--- src/rtl/core/msgd_pkg.sv ---
`default_nettype none
// ----------------------------------------------------------------------------
// msgd_pkg
// Shared widths, types, register codes and saturating fixed-point helpers
// for the momentum SGD parameter update block.
// ----------------------------------------------------------------------------
package msgd_pkg;

    // Value format: signed Q16.16
    localparam int VALUE_W    = 32;
    localparam int FRAC_W     = 16;

    // Coefficient register widths (unsigned)
    localparam int L1_W       = 16;
    localparam int L2_W       = 17;
    localparam int MOM_W      = 17;
    localparam int GS_W       = 24;

    // Configuration port
    localparam int CFG_DATA_W = 24;
    localparam int CFG_IDX_W  = 2;

    // Product width: value and widest coefficient widths plus two bits
    localparam int PROD_W     = VALUE_W + GS_W + 2;

    // Decoupling queue
    localparam int QUEUE_DEPTH = 4;
    localparam int QPTR_W      = $clog2(QUEUE_DEPTH);

    // Register indexes
    localparam logic [CFG_IDX_W-1:0] CFG_L1_STEP    = 2'd0;
    localparam logic [CFG_IDX_W-1:0] CFG_L2_KEEP    = 2'd1;
    localparam logic [CFG_IDX_W-1:0] CFG_MOMENTUM   = 2'd2;
    localparam logic [CFG_IDX_W-1:0] CFG_GRAD_SCALE = 2'd3;

    // Reset value of l2_keep: 1.0
    localparam logic [L2_W-1:0] L2_KEEP_RESET = L2_W'(1 << FRAC_W);

    typedef logic signed [VALUE_W-1:0] value_t;
    typedef logic signed [PROD_W-1:0]  prod_t;

    localparam value_t VALUE_MAX = {1'b0, {(VALUE_W-1){1'b1}}};
    localparam value_t VALUE_MIN = {1'b1, {(VALUE_W-1){1'b0}}};

    typedef struct packed {
        logic [L1_W-1:0]  l1_step;
        logic [L2_W-1:0]  l2_keep;
        logic [MOM_W-1:0] momentum;
        logic [GS_W-1:0]  grad_scale;
    } cfg_t;

    // Work entry handed from front to back
    typedef struct packed {
        value_t param_value;
        value_t velocity;
        value_t gradient;
        logic   is_bias;
    } work_t;

    // Saturating signed add
    function automatic value_t sat_add(input value_t a, input value_t b);
        logic signed [VALUE_W:0] s;
        s = {a[VALUE_W-1], a} + {b[VALUE_W-1], b};
        if (s[VALUE_W] != s[VALUE_W-1])
            return s[VALUE_W] ? VALUE_MIN : VALUE_MAX;
        return s[VALUE_W-1:0];
    endfunction

    // Saturating signed subtract
    function automatic value_t sat_sub(input value_t a, input value_t b);
        logic signed [VALUE_W:0] s;
        s = {a[VALUE_W-1], a} - {b[VALUE_W-1], b};
        if (s[VALUE_W] != s[VALUE_W-1])
            return s[VALUE_W] ? VALUE_MIN : VALUE_MAX;
        return s[VALUE_W-1:0];
    endfunction

    // Signed value times unsigned coefficient, full width
    function automatic prod_t mul_coef(input value_t v, input logic [GS_W-1:0] c);
        prod_t a;
        prod_t b;
        a = {{(PROD_W-VALUE_W){v[VALUE_W-1]}}, v};
        b = {{(PROD_W-GS_W){1'b0}}, c};
        return a * b;
    endfunction

    // Arithmetic shift by the fraction bits, then clamp to the value range
    function automatic value_t sat_frac(input prod_t p);
        prod_t                       sh;
        logic [PROD_W-VALUE_W:0]     hi;
        sh = p >>> FRAC_W;
        hi = sh[PROD_W-1:VALUE_W-1];
        if (!sh[PROD_W-1] && (|hi))
            return VALUE_MAX;
        if (sh[PROD_W-1] && !(&hi))
            return VALUE_MIN;
        return sh[VALUE_W-1:0];
    endfunction

endpackage
`default_nettype wire

--- src/rtl/core/msgd_stream_if.sv ---
`default_nettype none
// ----------------------------------------------------------------------------
// msgd_item_if / msgd_result_if
// Valid/ready channels for parameter items and update results.
// ----------------------------------------------------------------------------
interface msgd_item_if;
    logic             valid;
    logic             ready;
    msgd_pkg::value_t param_value;
    msgd_pkg::value_t velocity;
    msgd_pkg::value_t gradient;
    logic             is_bias;

    modport source (output valid, output param_value, output velocity,
                    output gradient, output is_bias, input ready);
    modport sink   (input valid, input param_value, input velocity,
                    input gradient, input is_bias, output ready);
endinterface

`default_nettype wire

--- src/rtl/core/msgd_front.sv ---
`default_nettype none
// ----------------------------------------------------------------------------
// msgd_front
// Accepts item transactions, classifies weight versus bias and applies the
// L1 sign step to the velocity before handing the entry to the queue.
// ----------------------------------------------------------------------------
module msgd_front (
    msgd_item_if.sink        item,
    input  wire msgd_pkg::cfg_t cfg,
    input  wire              queue_full,
    output logic             push,
    output msgd_pkg::work_t  entry
);

    msgd_pkg::value_t l1_ext;
    logic             param_pos;
    logic             param_neg;

    // Accept whenever the queue has room
    assign item.ready = !queue_full;
    assign push       = item.valid && !queue_full;

    assign l1_ext    = {{(msgd_pkg::VALUE_W-msgd_pkg::L1_W){1'b0}}, cfg.l1_step};
    assign param_neg = item.param_value[msgd_pkg::VALUE_W-1];
    assign param_pos = !param_neg && (item.param_value != '0);

    // Move the velocity by l1_step against the weight's sign; biases and zero weights pass unchanged
    always_comb
    begin
        entry.param_value = item.param_value;
        entry.gradient    = item.gradient;
        entry.is_bias     = item.is_bias;
        if (item.is_bias)
            entry.velocity = item.velocity;
        else if (param_pos)
            entry.velocity = msgd_pkg::sat_sub(item.velocity, l1_ext);
        else if (param_neg)
            entry.velocity = msgd_pkg::sat_add(item.velocity, l1_ext);
        else
            entry.velocity = item.velocity;
    end

endmodule
`default_nettype wire

--- src/flat_wrapper.sv ---
// flat-port wrapper written by rule: the top's interface ports become plain ports
module msgd_front_flat 
  (cfg, queue_full, push, entry, item_valid, item_param_value, item_velocity, item_gradient, item_is_bias, item_ready);
  msgd_item_if item_i ();
  input  wire msgd_pkg::cfg_t cfg;
  input  wire queue_full;
  output logic push;
  output msgd_pkg::work_t entry;
  input wire logic [$bits(item_i.valid)-1:0] item_valid;
  input wire logic [$bits(item_i.param_value)-1:0] item_param_value;
  input wire logic [$bits(item_i.velocity)-1:0] item_velocity;
  input wire logic [$bits(item_i.gradient)-1:0] item_gradient;
  input wire logic [$bits(item_i.is_bias)-1:0] item_is_bias;
  output wire logic [$bits(item_i.ready)-1:0] item_ready;
  assign item_i.valid = item_valid;
  assign item_i.param_value = item_param_value;
  assign item_i.velocity = item_velocity;
  assign item_i.gradient = item_gradient;
  assign item_i.is_bias = item_is_bias;
  assign item_ready = item_i.ready;
  msgd_front u_core (.item(item_i), .cfg(cfg), .queue_full(queue_full), .push(push), .entry(entry));
endmodule
--- config.mk ---
export PLATFORM = sky130hd
export DESIGN_NAME = msgd_front_flat
export DESIGN_NICKNAME = d
export VERILOG_FILES = /design/src/rtl/core/msgd_pkg.sv /design/src/rtl/core/msgd_stream_if.sv /design/src/rtl/core/msgd_front.sv /design/src/flat_wrapper.sv
export SDC_FILE = /design/constraint.sdc
export NUM_CORES = 1
export LEC_CHECK = 0
export BUFFER_PORTS_ARGS = -buffer_cell sky130_fd_sc_hd__buf_2
export CAP_MARGIN = 20
export CORE_MARGIN = 2
export CORE_UTILIZATION = 25
export DETAILED_ROUTE_END_ITERATION = 7
export SLEW_MARGIN = 20
export SYNTH_ARGS = -nofsm -noshare
export SYNTH_HDL_FRONTEND = slang
export SYNTH_SLANG_ARGS = --single-unit
--- constraint.sdc ---
create_clock -name vclk -period 3.4
set_input_delay 0.34 -clock vclk [all_inputs]
set_output_delay 0.34 -clock vclk [all_outputs]
set_load 0.005 [all_outputs]
==> impl_metrics.tcl <==
set metrics [dict create \
    outcome "finished, violations left" \
    violations "negative setup slack" \
    seq_cells 0 \
    synth_cell_types 81 \
    grt_pass1_wl_mm 27.31 \
    antenna_found_initial 1 \
    firstDrtPassIters 5 \
    power_density_nw_per_um2 152.4 \
    cp.required_ns 3.06 \
    hp-class "input port to primary output" \
    netlist_area_um2 4128 \
    cpPeakStageDelay_ns 0.53 \
    port_buffers 150 \
    area_growth_pct 53.53 \
    slowest_stage "or4_4" \
    finalWirelength_mm 17.98 \
    period_needed_ns 3.640 \
    path_common_cell "buf_6" \
    overflow 0 \
    ant_nets 0 \
    io-pin-count 272 \
    rows 46 \
    final_common_cell "buf_4" \
    grt_pass1_vias 5243 \
    drt_iter0_drc 572 \
    path_class "input port to primary output" \
    yosys_warnings 0 \
    yosys-top-cells-area "buf_4 13%, ha_1 9.7%, a21oi_1 8.0%" \
    initial_core_util 0.2580 \
    vias 5630 \
    endpoint_kind "primary output" \
    place_congestion 0.9456 \
    setup_violations 31 \
    drive_gt1_frac 0.4936 \
    finalWorstSetupSlack_ns -0.2397 \
    worst-path-buf-inv 5 \
    fmax_mhz 274.7 \
    coreArea_um2 16000 \
    peakVddDrop_mv 0.07987 \
    avgSynthCellArea_um2 6.521 \
    netlist_instances 633 \
    clkbuf_count 0 \
    dieArea_um2 17550 \
    grt_usage 0.1877 \
    fin_cells 1078 \
    vias_per_cell 5.223 \
    die_w_um 132.5 \
    p_total_mw 0.9659 \
    tightestPinTransition_ns 0.8901 \
    grt_max_degree 29 \
    worstPathMaxFanout 4 \
    critical_path.top_delay_family "compound AO/OA/AOI/OAI gates" \
    yosysTopAreaCell "buf_4" \
    cp_cell_sequence "buf_6, buf_6, ha_4, inv_2, fa_2, a21o_4, a311oi_4, or4_4, a2111oi_4, nor4b_2, o21a_2, buf_6, o31a_1, o22ai_1, o31a_1, buf_2" \
    hold_violations 0 \
    die_h_um 132.5 \
    fin_nets 1070 \
    synth_top_area_frac 0.1273 \
    hpwlAfterDp_mm 14.28 \
    postCtsHoldBufs 0 \
    dp_cells 1051 \
    seq_area_um2 0 \
    rsz0062_at_grt "yes" \
    critPathLaunchType "input port" \
    max_slew_margin 0.3988 \
    syn-num-nets 840 \
    cp_data_arrival_time_ns 3.30 \
    ys_seq_area_frac 0 \
    period_share 1.071 \
    power.leakage_nw 2.853 \
    post_drt_wl_per_cell_um 16.68 \
    max_cap_violations 0 \
    layout.cells.most_common_list "155 x buf_4, 149 x buf_2, 60 x nor2_1" \
    slew_viol_final 0 \
    remaining_drc_errors 0 \
]
[per-layer routing]
| metal | vias to the layer above | global-route usage | part of all wire |
|---|---|---|---|
| met5 | - | 0 | 0 |
| met2 | 277 | 0.3071 | 0.45 |
| met4 | 0 | 0.02270 | 0.014 |
| met1 | 2609 | 0.2651 | 0.45 |
| li1 | 2719 | - | - |
| met3 | 25 | 0.03218 | 0.089 |
[kinds of logic after synthesis]
group	Yosys count	synth area share
compound gates	215	0.3653
xor+xnor	32	0.06790
fa+ha+maj	34	0.1067
buf+inv	140	0.2010
simple gates	212	0.2592
[path summary, 6_finish.rpt]
| path | end | startpoint | slack, ns | cells past startpoint |
|---|---|---|---|---|
| setup / recovery | entry[60] | cfg[58] | -0.24 | 16 |
| hold / removal | entry[10] | item_gradient[9] | 0.68 | 0 |
[cell type report]
type,instances,area [um2]
fill,1742,9663
multi-input combinational,493,3665
timing repair buffer,329,2251
tap,216,270.3
inverter,39,148.9
antenna,1,2.502
[synth_stat cells, types with 5 or more instances]
master and n:
xnor2_1 26, nor2_1 62, nand2b_1 11, a21oi_1 66
nand3_1 19, nor4_1 13, nor2b_1 10, a211oi_1 9
a21o_1 6, and3_1 5, ha_1 32, a31oi_1 8
nor3_1 21, o21ai_0 20, clkbuf_1 16, o22ai_1 12
nand4_1 10, o211ai_1 12, buf_4 70, nand2_1 38
buf_2 9, inv_1 35, o31ai_1 7, o21ai_1 13
xor2_1 6
[where the power goes]
group | internal [mW] | leakage (nW) | switching (mW)
combinational | 0.462 | 2.85 | 0.504
clock | 0.0000000393 | 0.00000634 | 0
sequential | 0 | 0 | 0
total | 0.462 | 2.85 | 0.504
[per-stage QoR]
step	setup WS [ns]	utilization	hold slack [ns]	area, um2	TNS [ns]
after floorplan	0.1253	-	0.7065	4128	0
after global placement	-0.3577	0.3540	0.6800	5664	-8.414
after detailed placement	-0.4363	0.3540	0.6800	5664	-10.25
after CTS	-0.3492	0.3732	0.6800	5971	-7.324
after global routing	-0.3607	0.3959	0.6800	6335	-8.317
final	-0.2397	0.3961	0.6800	6337	-3.920
[what timing repair did]
action	in CTS	in global routing
gates cloned	2	0
setup endpoints to repair	32	32
pin swaps	29	38
buffers inserted	11	14
gates resized for setup	49	54
(Power assumes the default switching activity.)
