===== src/rtl/core/msgd_pkg.sv =====
`default_nettype none
// ----------------------------------------------------------------------------
// msgd_pkg
// Shared widths, types, register codes and saturating fixed-point helpers
// for the momentum SGD parameter update block.
// ----------------------------------------------------------------------------
package msgd_pkg;

    // Value format: signed Q16.16
    localparam int VALUE_W    = 32;
    localparam int FRAC_W     = 16;

    // Coefficient register widths (unsigned)
    localparam int L1_W       = 16;
    localparam int L2_W       = 17;
    localparam int MOM_W      = 17;
    localparam int GS_W       = 24;

    // Configuration port
    localparam int CFG_DATA_W = 24;
    localparam int CFG_IDX_W  = 2;

    // Product width: value and widest coefficient widths plus two bits
    localparam int PROD_W     = VALUE_W + GS_W + 2;

    // Decoupling queue
    localparam int QUEUE_DEPTH = 4;
    localparam int QPTR_W      = $clog2(QUEUE_DEPTH);

    // Register indexes
    localparam logic [CFG_IDX_W-1:0] CFG_L1_STEP    = 2'd0;
    localparam logic [CFG_IDX_W-1:0] CFG_L2_KEEP    = 2'd1;
    localparam logic [CFG_IDX_W-1:0] CFG_MOMENTUM   = 2'd2;
    localparam logic [CFG_IDX_W-1:0] CFG_GRAD_SCALE = 2'd3;

    // Reset value of l2_keep: 1.0
    localparam logic [L2_W-1:0] L2_KEEP_RESET = L2_W'(1 << FRAC_W);

    typedef logic signed [VALUE_W-1:0] value_t;
    typedef logic signed [PROD_W-1:0]  prod_t;

    localparam value_t VALUE_MAX = {1'b0, {(VALUE_W-1){1'b1}}};
    localparam value_t VALUE_MIN = {1'b1, {(VALUE_W-1){1'b0}}};

    typedef struct packed {
        logic [L1_W-1:0]  l1_step;
        logic [L2_W-1:0]  l2_keep;
        logic [MOM_W-1:0] momentum;
        logic [GS_W-1:0]  grad_scale;
    } cfg_t;

    // Work entry handed from front to back
    typedef struct packed {
        value_t param_value;
        value_t velocity;
        value_t gradient;
        logic   is_bias;
    } work_t;

    // Saturating signed add
    function automatic value_t sat_add(input value_t a, input value_t b);
        logic signed [VALUE_W:0] s;
        s = {a[VALUE_W-1], a} + {b[VALUE_W-1], b};
        if (s[VALUE_W] != s[VALUE_W-1])
            return s[VALUE_W] ? VALUE_MIN : VALUE_MAX;
        return s[VALUE_W-1:0];
    endfunction

    // Saturating signed subtract
    function automatic value_t sat_sub(input value_t a, input value_t b);
        logic signed [VALUE_W:0] s;
        s = {a[VALUE_W-1], a} - {b[VALUE_W-1], b};
        if (s[VALUE_W] != s[VALUE_W-1])
            return s[VALUE_W] ? VALUE_MIN : VALUE_MAX;
        return s[VALUE_W-1:0];
    endfunction

    // Signed value times unsigned coefficient, full width
    function automatic prod_t mul_coef(input value_t v, input logic [GS_W-1:0] c);
        prod_t a;
        prod_t b;
        a = {{(PROD_W-VALUE_W){v[VALUE_W-1]}}, v};
        b = {{(PROD_W-GS_W){1'b0}}, c};
        return a * b;
    endfunction

    // Arithmetic shift by the fraction bits, then clamp to the value range
    function automatic value_t sat_frac(input prod_t p);
        prod_t                       sh;
        logic [PROD_W-VALUE_W:0]     hi;
        sh = p >>> FRAC_W;
        hi = sh[PROD_W-1:VALUE_W-1];
        if (!sh[PROD_W-1] && (|hi))
            return VALUE_MAX;
        if (sh[PROD_W-1] && !(&hi))
            return VALUE_MIN;
        return sh[VALUE_W-1:0];
    endfunction

endpackage
`default_nettype wire


===== src/rtl/core/msgd_queue.sv =====
`default_nettype none
// ----------------------------------------------------------------------------
// msgd_queue
// Short FIFO between front and back so each side can stall on its own.
// ----------------------------------------------------------------------------
module msgd_queue (
    input  wire              clk,
    input  wire              rst_n,
    input  wire              push,
    input  wire msgd_pkg::work_t push_data,
    input  wire              pop,
    output msgd_pkg::work_t  head,
    output logic             not_empty,
    output logic             full
);

    msgd_pkg::work_t                 mem_reg [msgd_pkg::QUEUE_DEPTH];
    logic [msgd_pkg::QPTR_W-1:0]     wr_ptr_reg;
    logic [msgd_pkg::QPTR_W-1:0]     rd_ptr_reg;
    logic [msgd_pkg::QPTR_W:0]       count_reg;
    logic [msgd_pkg::QPTR_W:0]       count_next;
    logic                            do_push;
    logic                            do_pop;

    assign full      = (count_reg == (msgd_pkg::QPTR_W+1)'(msgd_pkg::QUEUE_DEPTH));
    assign not_empty = (count_reg != '0);
    assign do_push   = push && !full;
    assign do_pop    = pop && not_empty;
    assign head      = mem_reg[rd_ptr_reg];

    // Track occupancy
    always_comb
    begin
        count_next = count_reg;
        if (do_push && !do_pop)
            count_next = count_reg + (msgd_pkg::QPTR_W+1)'(1);
        else if (do_pop && !do_push)
            count_next = count_reg - (msgd_pkg::QPTR_W+1)'(1);
    end

    // Advance pointers
    always_ff @(posedge clk or negedge rst_n)
    begin
        if (!rst_n)
        begin
            wr_ptr_reg <= '0;
            rd_ptr_reg <= '0;
            count_reg  <= '0;
        end
        else
        begin
            if (do_push)
                wr_ptr_reg <= wr_ptr_reg + msgd_pkg::QPTR_W'(1);
            if (do_pop)
                rd_ptr_reg <= rd_ptr_reg + msgd_pkg::QPTR_W'(1);
            count_reg <= count_next;
        end
    end

    // Store entries
    always_ff @(posedge clk)
    begin
        if (do_push)
            mem_reg[wr_ptr_reg] <= push_data;
    end

endmodule
`default_nettype wire


===== config.mk =====
export PLATFORM = sky130hd
export DESIGN_NAME = msgd_queue
export DESIGN_NICKNAME = d
export VERILOG_FILES = /design/src/rtl/core/msgd_pkg.sv /design/src/rtl/core/msgd_queue.sv
export SDC_FILE = /design/constraint.sdc
export NUM_CORES = 1
export LEC_CHECK = 0
export ABC_CLOCK_PERIOD_IN_PS = 11300
export BUFFER_PORTS_ARGS = -buffer_cell sky130_fd_sc_hd__buf_2
export CAP_MARGIN = 20
export CORE_MARGIN = 3
export CORE_UTILIZATION = 52
export DETAILED_ROUTE_END_ITERATION = 12
export GPL_TIMING_DRIVEN = 0
export PLACE_DENSITY = 0.73
export SKIP_LAST_GASP = 1
export SLEW_MARGIN = 20
export SYNTH_ARGS = -nofsm -noshare
export SYNTH_HDL_FRONTEND = slang
export SYNTH_SLANG_ARGS = --single-unit

===== constraint.sdc =====
create_clock -name clk -period 11.3 [get_ports clk]
set_clock_uncertainty 0.05 [all_clocks]
set_input_delay 1.13 -clock clk [delete_from_list [all_inputs] [get_ports clk]]
set_output_delay 1.13 -clock clk [all_outputs]
set_load 0.005 [all_outputs]

==> results of run 1 <==
[logic make-up after synthesis]
| group | synth area share (%) |
|---|---|
| xor+xnor | 0.365 |
| fa+ha+maj | 0.573 |
| buf+inv | 1.18 |
| flops | 82.1 |
| mux | 15.3 |
| simple gates | 0.434 |
[final cells by class]
class / count / area [um2] / area share (%)
Buffer: 23 / 159 / 0.918
Clock buffer: 56 / 1090 / 6.31
Clock inverter: 15 / 116 / 0.673
Inverter: 3 / 11.3 / 0.0651
Multi-Input combinational cell: 121 / 2410 / 14.0
Sequential cell: 395 / 11800 / 68.4
Tap cell: 372 / 465 / 2.69
Timing Repair Buffer: 207 / 1220 / 7.03
[layout by cell type (no fill, tap or decap), types with 5 or more instances in the layout]
master and n:
clkinv_1 7, clkbuf_1 20, mux4_2 97, clkbuf_16 41, buf_4 8, dfrtp_1 7, buf_2 205, edfxtp_1 388
buf_16 8, ha_1 5
[final timing paths]
path | from | to | slack [ns] | cells after the start
max | rd_ptr_reg[1] | head[67] | 7.83 | 5
min | rst_n | wr_ptr_reg[0] | 0.40 | 1
max reg2reg | count_reg[1] | count_reg[2] | 9.17 | 8
min reg2reg | count_reg[2] | count_reg[2] | 0.43 | 1
max in group asynchronous | rst_n | count_reg[1] | 10.64 | 1
min in group clk | count_reg[2] | count_reg[2] | 0.43 | 1
[power breakdown]
part	total, mW	internal (mW)	switching (mW)
registers	2.00	1.93	0.0658
clock network	1.21	0.700	0.508
logic	1.29	0.642	0.645
[routing by layer]
| metal | up-vias | GRT usage (%) | wire [um] |
|---|---|---|---|
| met2 | 221 | 31.6 | 14100 |
| met5 | - | 0 | 30 |
| met4 | 6 | 4.10 | 507 |
| met1 | 3375 | 23.5 | 10100 |
| met3 | 49 | 4.02 | 1750 |
| li1 | 2837 | - | - |
==> flow_summary.toml, run 1 <==
[timing]
fin_crit_sh_pct = 30.7
tns_ns = 0
drv_slew = 0
min_period_ns = 3.47
worst_pin_slew_ns = 0.709
slew_headroom_pct = 52.7
fin_ws_ns = 7.83
fmax_mhz = 288
setup_viol = 0
holdWs_ns = 0.395
rsz0062_at_grt = "no"
hold_viol_final = 0

[grt]
grt_antenna_before_repair = 3
first_global_vias = 6998
grt.total_usage_pct = 18.0
grt-ovfl-total = 0
grt_first_pass_wirelength_um = 40300
grt_max_degree = 46

[synthesis]
netlist_top_cells_count = "edfxtp_1, mux4_2, buf_4"
synth_ff_type = "edfxtp_1"
synth_nets = 649
ys_top_cells_by_area = "edfxtp_1, mux4_2, dfrtp_1, ha_1, buf_4"
yosysSeqAreaShare_pct = 82.1
ys_types = 22
async_reset_ff_share_pct = 1.77
ys_ff_latch = 395
synth_top_cell_by_area = "edfxtp_1"
synth.avg_cell_area_um2 = 26.6
ys_warn_count = 0
synthDominantCellAreaShare_pct = 80.9
synthesis.area_mm2 = 0.0144
synth.most_common_cell = "edfxtp_1"
synth_enable_flop_cells = 388
synthCells = 542

[routing]
drt_iter0_drc = 518
post_drt_wl_per_cell_um = 22.2
dr.pass1.iters = 6
antenna_left = 0
drc = 0
vias = 6488
viasPerCell = 5.44
routed_wl_um = 26500

[place]
gp_congestion = 0.745
dp_slack_ns = 8.31
dp.cells = 1121
dp_hpwl_um = 16900
place_area_mm2 = 0.0161
port_buffers = 199

[clocking]
clk_latency_ns = 0.51
h-tree-depth = 2
root_buffer = "clkbuf_16"
numCtsBuffers = 40
cts_tree = "done"
clk_path_buf_depth = 3
clk_pin_slew_ns = 0.06
hold_buffers = 0
cts.repair.resized = 0
cts.sinks = 395
cts_setup_buffers = 0

[power_and_ir_drop]
power_density_mw_per_mm2 = 260
ir_drop_uv = 164
p_total_mw = 4.49
leakage_nw = 5.92

[setup_path]
end_kind = "primary output"
cp_top_family = "buffers and inverters"
crit_type = "reg -> out"
slowest_stage = "buf_2"
start_kind = "flop"
crit_top_cell = "buf_2"
crit_chain = "buf_2, buf_2, buf_2, mux4_2, buf_2"
slowest_delay_ns = 0.36
path_max_fanout = 10
timing.critical_path.required_ns = 10.12
critPathArrivalTime_ns = 2.29
crit_buf_inv = 4

[layout]
stdcell_count = 1192
diodes = 0
drive_above_1_share_pct = 46.1
nets = 898
area_growth_syn_to_layout_pct = 20.1
nFillCells = 1788
largest_reg_flops = 388
fin_area_mm2 = 0.0173
fin_util_pct = 63.8

[floorplanning]
start_util_pct = 53.1
ios = 200
fp.dieArea_mm2 = 0.0297
dieWidth_um = 172
dieHeight_um = 172
coreArea_mm2 = 0.0271
rows = 60

[run_status]
status = "completed"

[worst_hold_path]
hold_class = "in -> async"

[run]
cap_violations = 0
(Power assumes the default switching activity.)
==> run 2, diff against run 1 <==
ABC_CLOCK_PERIOD_IN_PS = 3300   (was 11300)
clock period = 3.3 ns   (was 11.3 ns; I/O delays follow)
==> run 2 against run 1 <==
  * Die area stayed put
  * First-iteration DRC count up 7.1%
  * Critical path depth down 1
  * Clock power grew to 3.4 times the previous value
  * Critical endpoint is now head[35]
  * Largest cell class unchanged
  * Largest power group unchanged
  * Highest routed layer is now met4
==> flow_summary.toml, run 2 (synthesized netlist as in run 1, its figures left out) <==
[grt]
grt_first_pass_wirelength_um = 41200
grt_antenna_before_repair = 0
grt_max_degree = 50
grt.total_usage_pct = 18.3
grt-ovfl-total = 0
first_global_vias = 7440

[timing]
drv_slew = 0
min_period_ns = 2.68
rsz0062_at_grt = "no"
slew_headroom_pct = 49.6
setup_viol = 0
holdWs_ns = 0.0664
hold_viol_final = 0
fmax_mhz = 373
fin_crit_sh_pct = 81.1
worst_pin_slew_ns = 0.756

[layout]
fin_util_pct = 67.4
area_growth_syn_to_layout_pct = 26.8
final_common_cell = "edfxtp_1"
nets = 995
diodes = 0
fin_area_mm2 = 0.0183
drive_above_1_share_pct = 41.2
largest_reg_flops = 388
nFillCells = 1723
stdcell_count = 1285
layout_common_cells = "edfxtp_1, buf_2, dlygate4sd3_1, mux4_2, clkbuf_16"

[setup_path]
reg2regPathDepth = 8
reg2reg_slack_ns = 1.12
timing.critical_path.required_ns = 2.92
r2r_end = "count_reg[2]"
critPathArrivalTime_ns = 2.30
end_kind = "primary output"
crit_type = "reg -> out"
start_kind = "flop"
worstReg2RegStart = "count_reg[1]"
path_max_fanout = 10

[power_and_ir_drop]
seqPwrFrac_pct = 44.3
leakage_nw = 6.32
power_density_mw_per_mm2 = 847
p_clk_share_pct = 26.6
internal_power_mw = 11.3
ir_drop_uv = 592
pwr-share-comb_pct = 29.1
p_sw_share_pct = 26.9
power_switching_mw = 4.15
p_total_mw = 15.5

[place]
port_buffers = 199
dp_hpwl_um = 16500
gp_congestion = 0.708
place_area_mm2 = 0.0161
dp.cells = 1121

[run_status]
status = "completed"

[clocking]
clk_path_buf_depth = 3
cts.sinks = 395
cts_setup_buffers = 0
clk_latency_ns = 0.51
numCtsBuffers = 39
h-tree-depth = 2
cts.repair.resized = 0
root_buffer = "clkbuf_16"
clk_pin_slew_ns = 0.06
cts_tree = "done"

[routing]
vias = 6826
drc = 0
dr.pass1.iters = 5
routed_wl_um = 27200
antenna_left = 0
viasPerCell = 5.31
post_drt_wl_per_cell_um = 21.2
drt_iter0_drc = 555

[worst_hold_path]
hold-path-endpoint = "rd_ptr_reg[1]"
hold_class = "in -> reg"
worstHoldStart = "pop"
hold_path_depth = 3

[floorplanning]
dieHeight_um = 172
ios = 200
fp.dieArea_mm2 = 0.0297
rows = 60
coreArea_mm2 = 0.0271
start_util_pct = 53.1
dieWidth_um = 172

[run]
cap_violations = 0
## run 2: cell count changes in the layout (fill, tap and decap cells not counted), sizes merged
cell,previous run,this run
bufinv,1,2
clkbuf,62,56
clkinv,11,12
dlygate4sd3,0,98
inv,5,4
## run 2: layer usage
layer | vias up | wire length, um | global-route usage (%)
li1 | 3036 | - | -
met2 | 215 | 14500 | 31.6
met5 | - | 0 | 0
met3 | 27 | 1540 | 3.77
met4 | 0 | 310 | 4.44
met1 | 3548 | 10800 | 24.2
## run 2: power by group through the flow
stage          registers [mW]  logic (mW)  clock network (mW)
6_report                 6.85        4.50                4.11
5_1_grt                  6.92        4.90                4.41
4_1_cts                  6.86        4.64                4.20
3_3_place_gp             6.96        4.25                   0
2_1_floorplan            6.90        2.67                   0
3_5_place_dp             6.96        4.52                   0
## run 2: area by class of cell
class,instances,area (um2),share of cell area (%)
plain buffers,23,159,0.870
clock buffers,50,1060,5.80
clock inverters,16,125,0.685
inverters,3,11.3,0.0617
multi-input cells,121,2410,13.2
flip-flops and latches,395,11800,64.8
well taps,372,465,2.55
repair buffers,305,2200,12.0
## run 2: timing repair
| item | in CTS | in global routing |
|---|---|---|
| hold buffers | 98 | 0 |
| endpoints found under the setup margin | 0 | 0 |
| endpoints found under the hold margin | 395 | 0 |
## run 2: worst max path at each step
stage | start | end | slack (ns) | cells past startpoint
2_1_floorplan | count_reg[2] | mem_reg[0][0] | 0.80 | 4
3_3_place_gp | count_reg[2] | mem_reg[0][37] | -0.02 | 4
3_5_place_dp | rd_ptr_reg[1] | head[35] | 1.13 | 4
4_1_cts | rd_ptr_reg[1] | head[35] | 0.57 | 4
5_1_grt | rd_ptr_reg[1] | head[13] | 0.49 | 4
6_report | rd_ptr_reg[1] | head[35] | 0.62 | 4
## run 2: metrics by stage
stage	setup TNS, ns	setup slack (ns)
2_1_floorplan	0	0.799
3_3_place_gp	-2.17	-0.0167
3_5_place_dp	0	1.13
4_1_cts	0	0.566
5_1_grt	0	0.489
6_report	0	0.623
## run 2: worst max-delay path, cell delays in order (launching register included)
cell      delay, ns
dfrtp_1        0.32
buf_2          0.27
clkbuf_1       0.61
mux4_2         0.43
buf_2          0.14
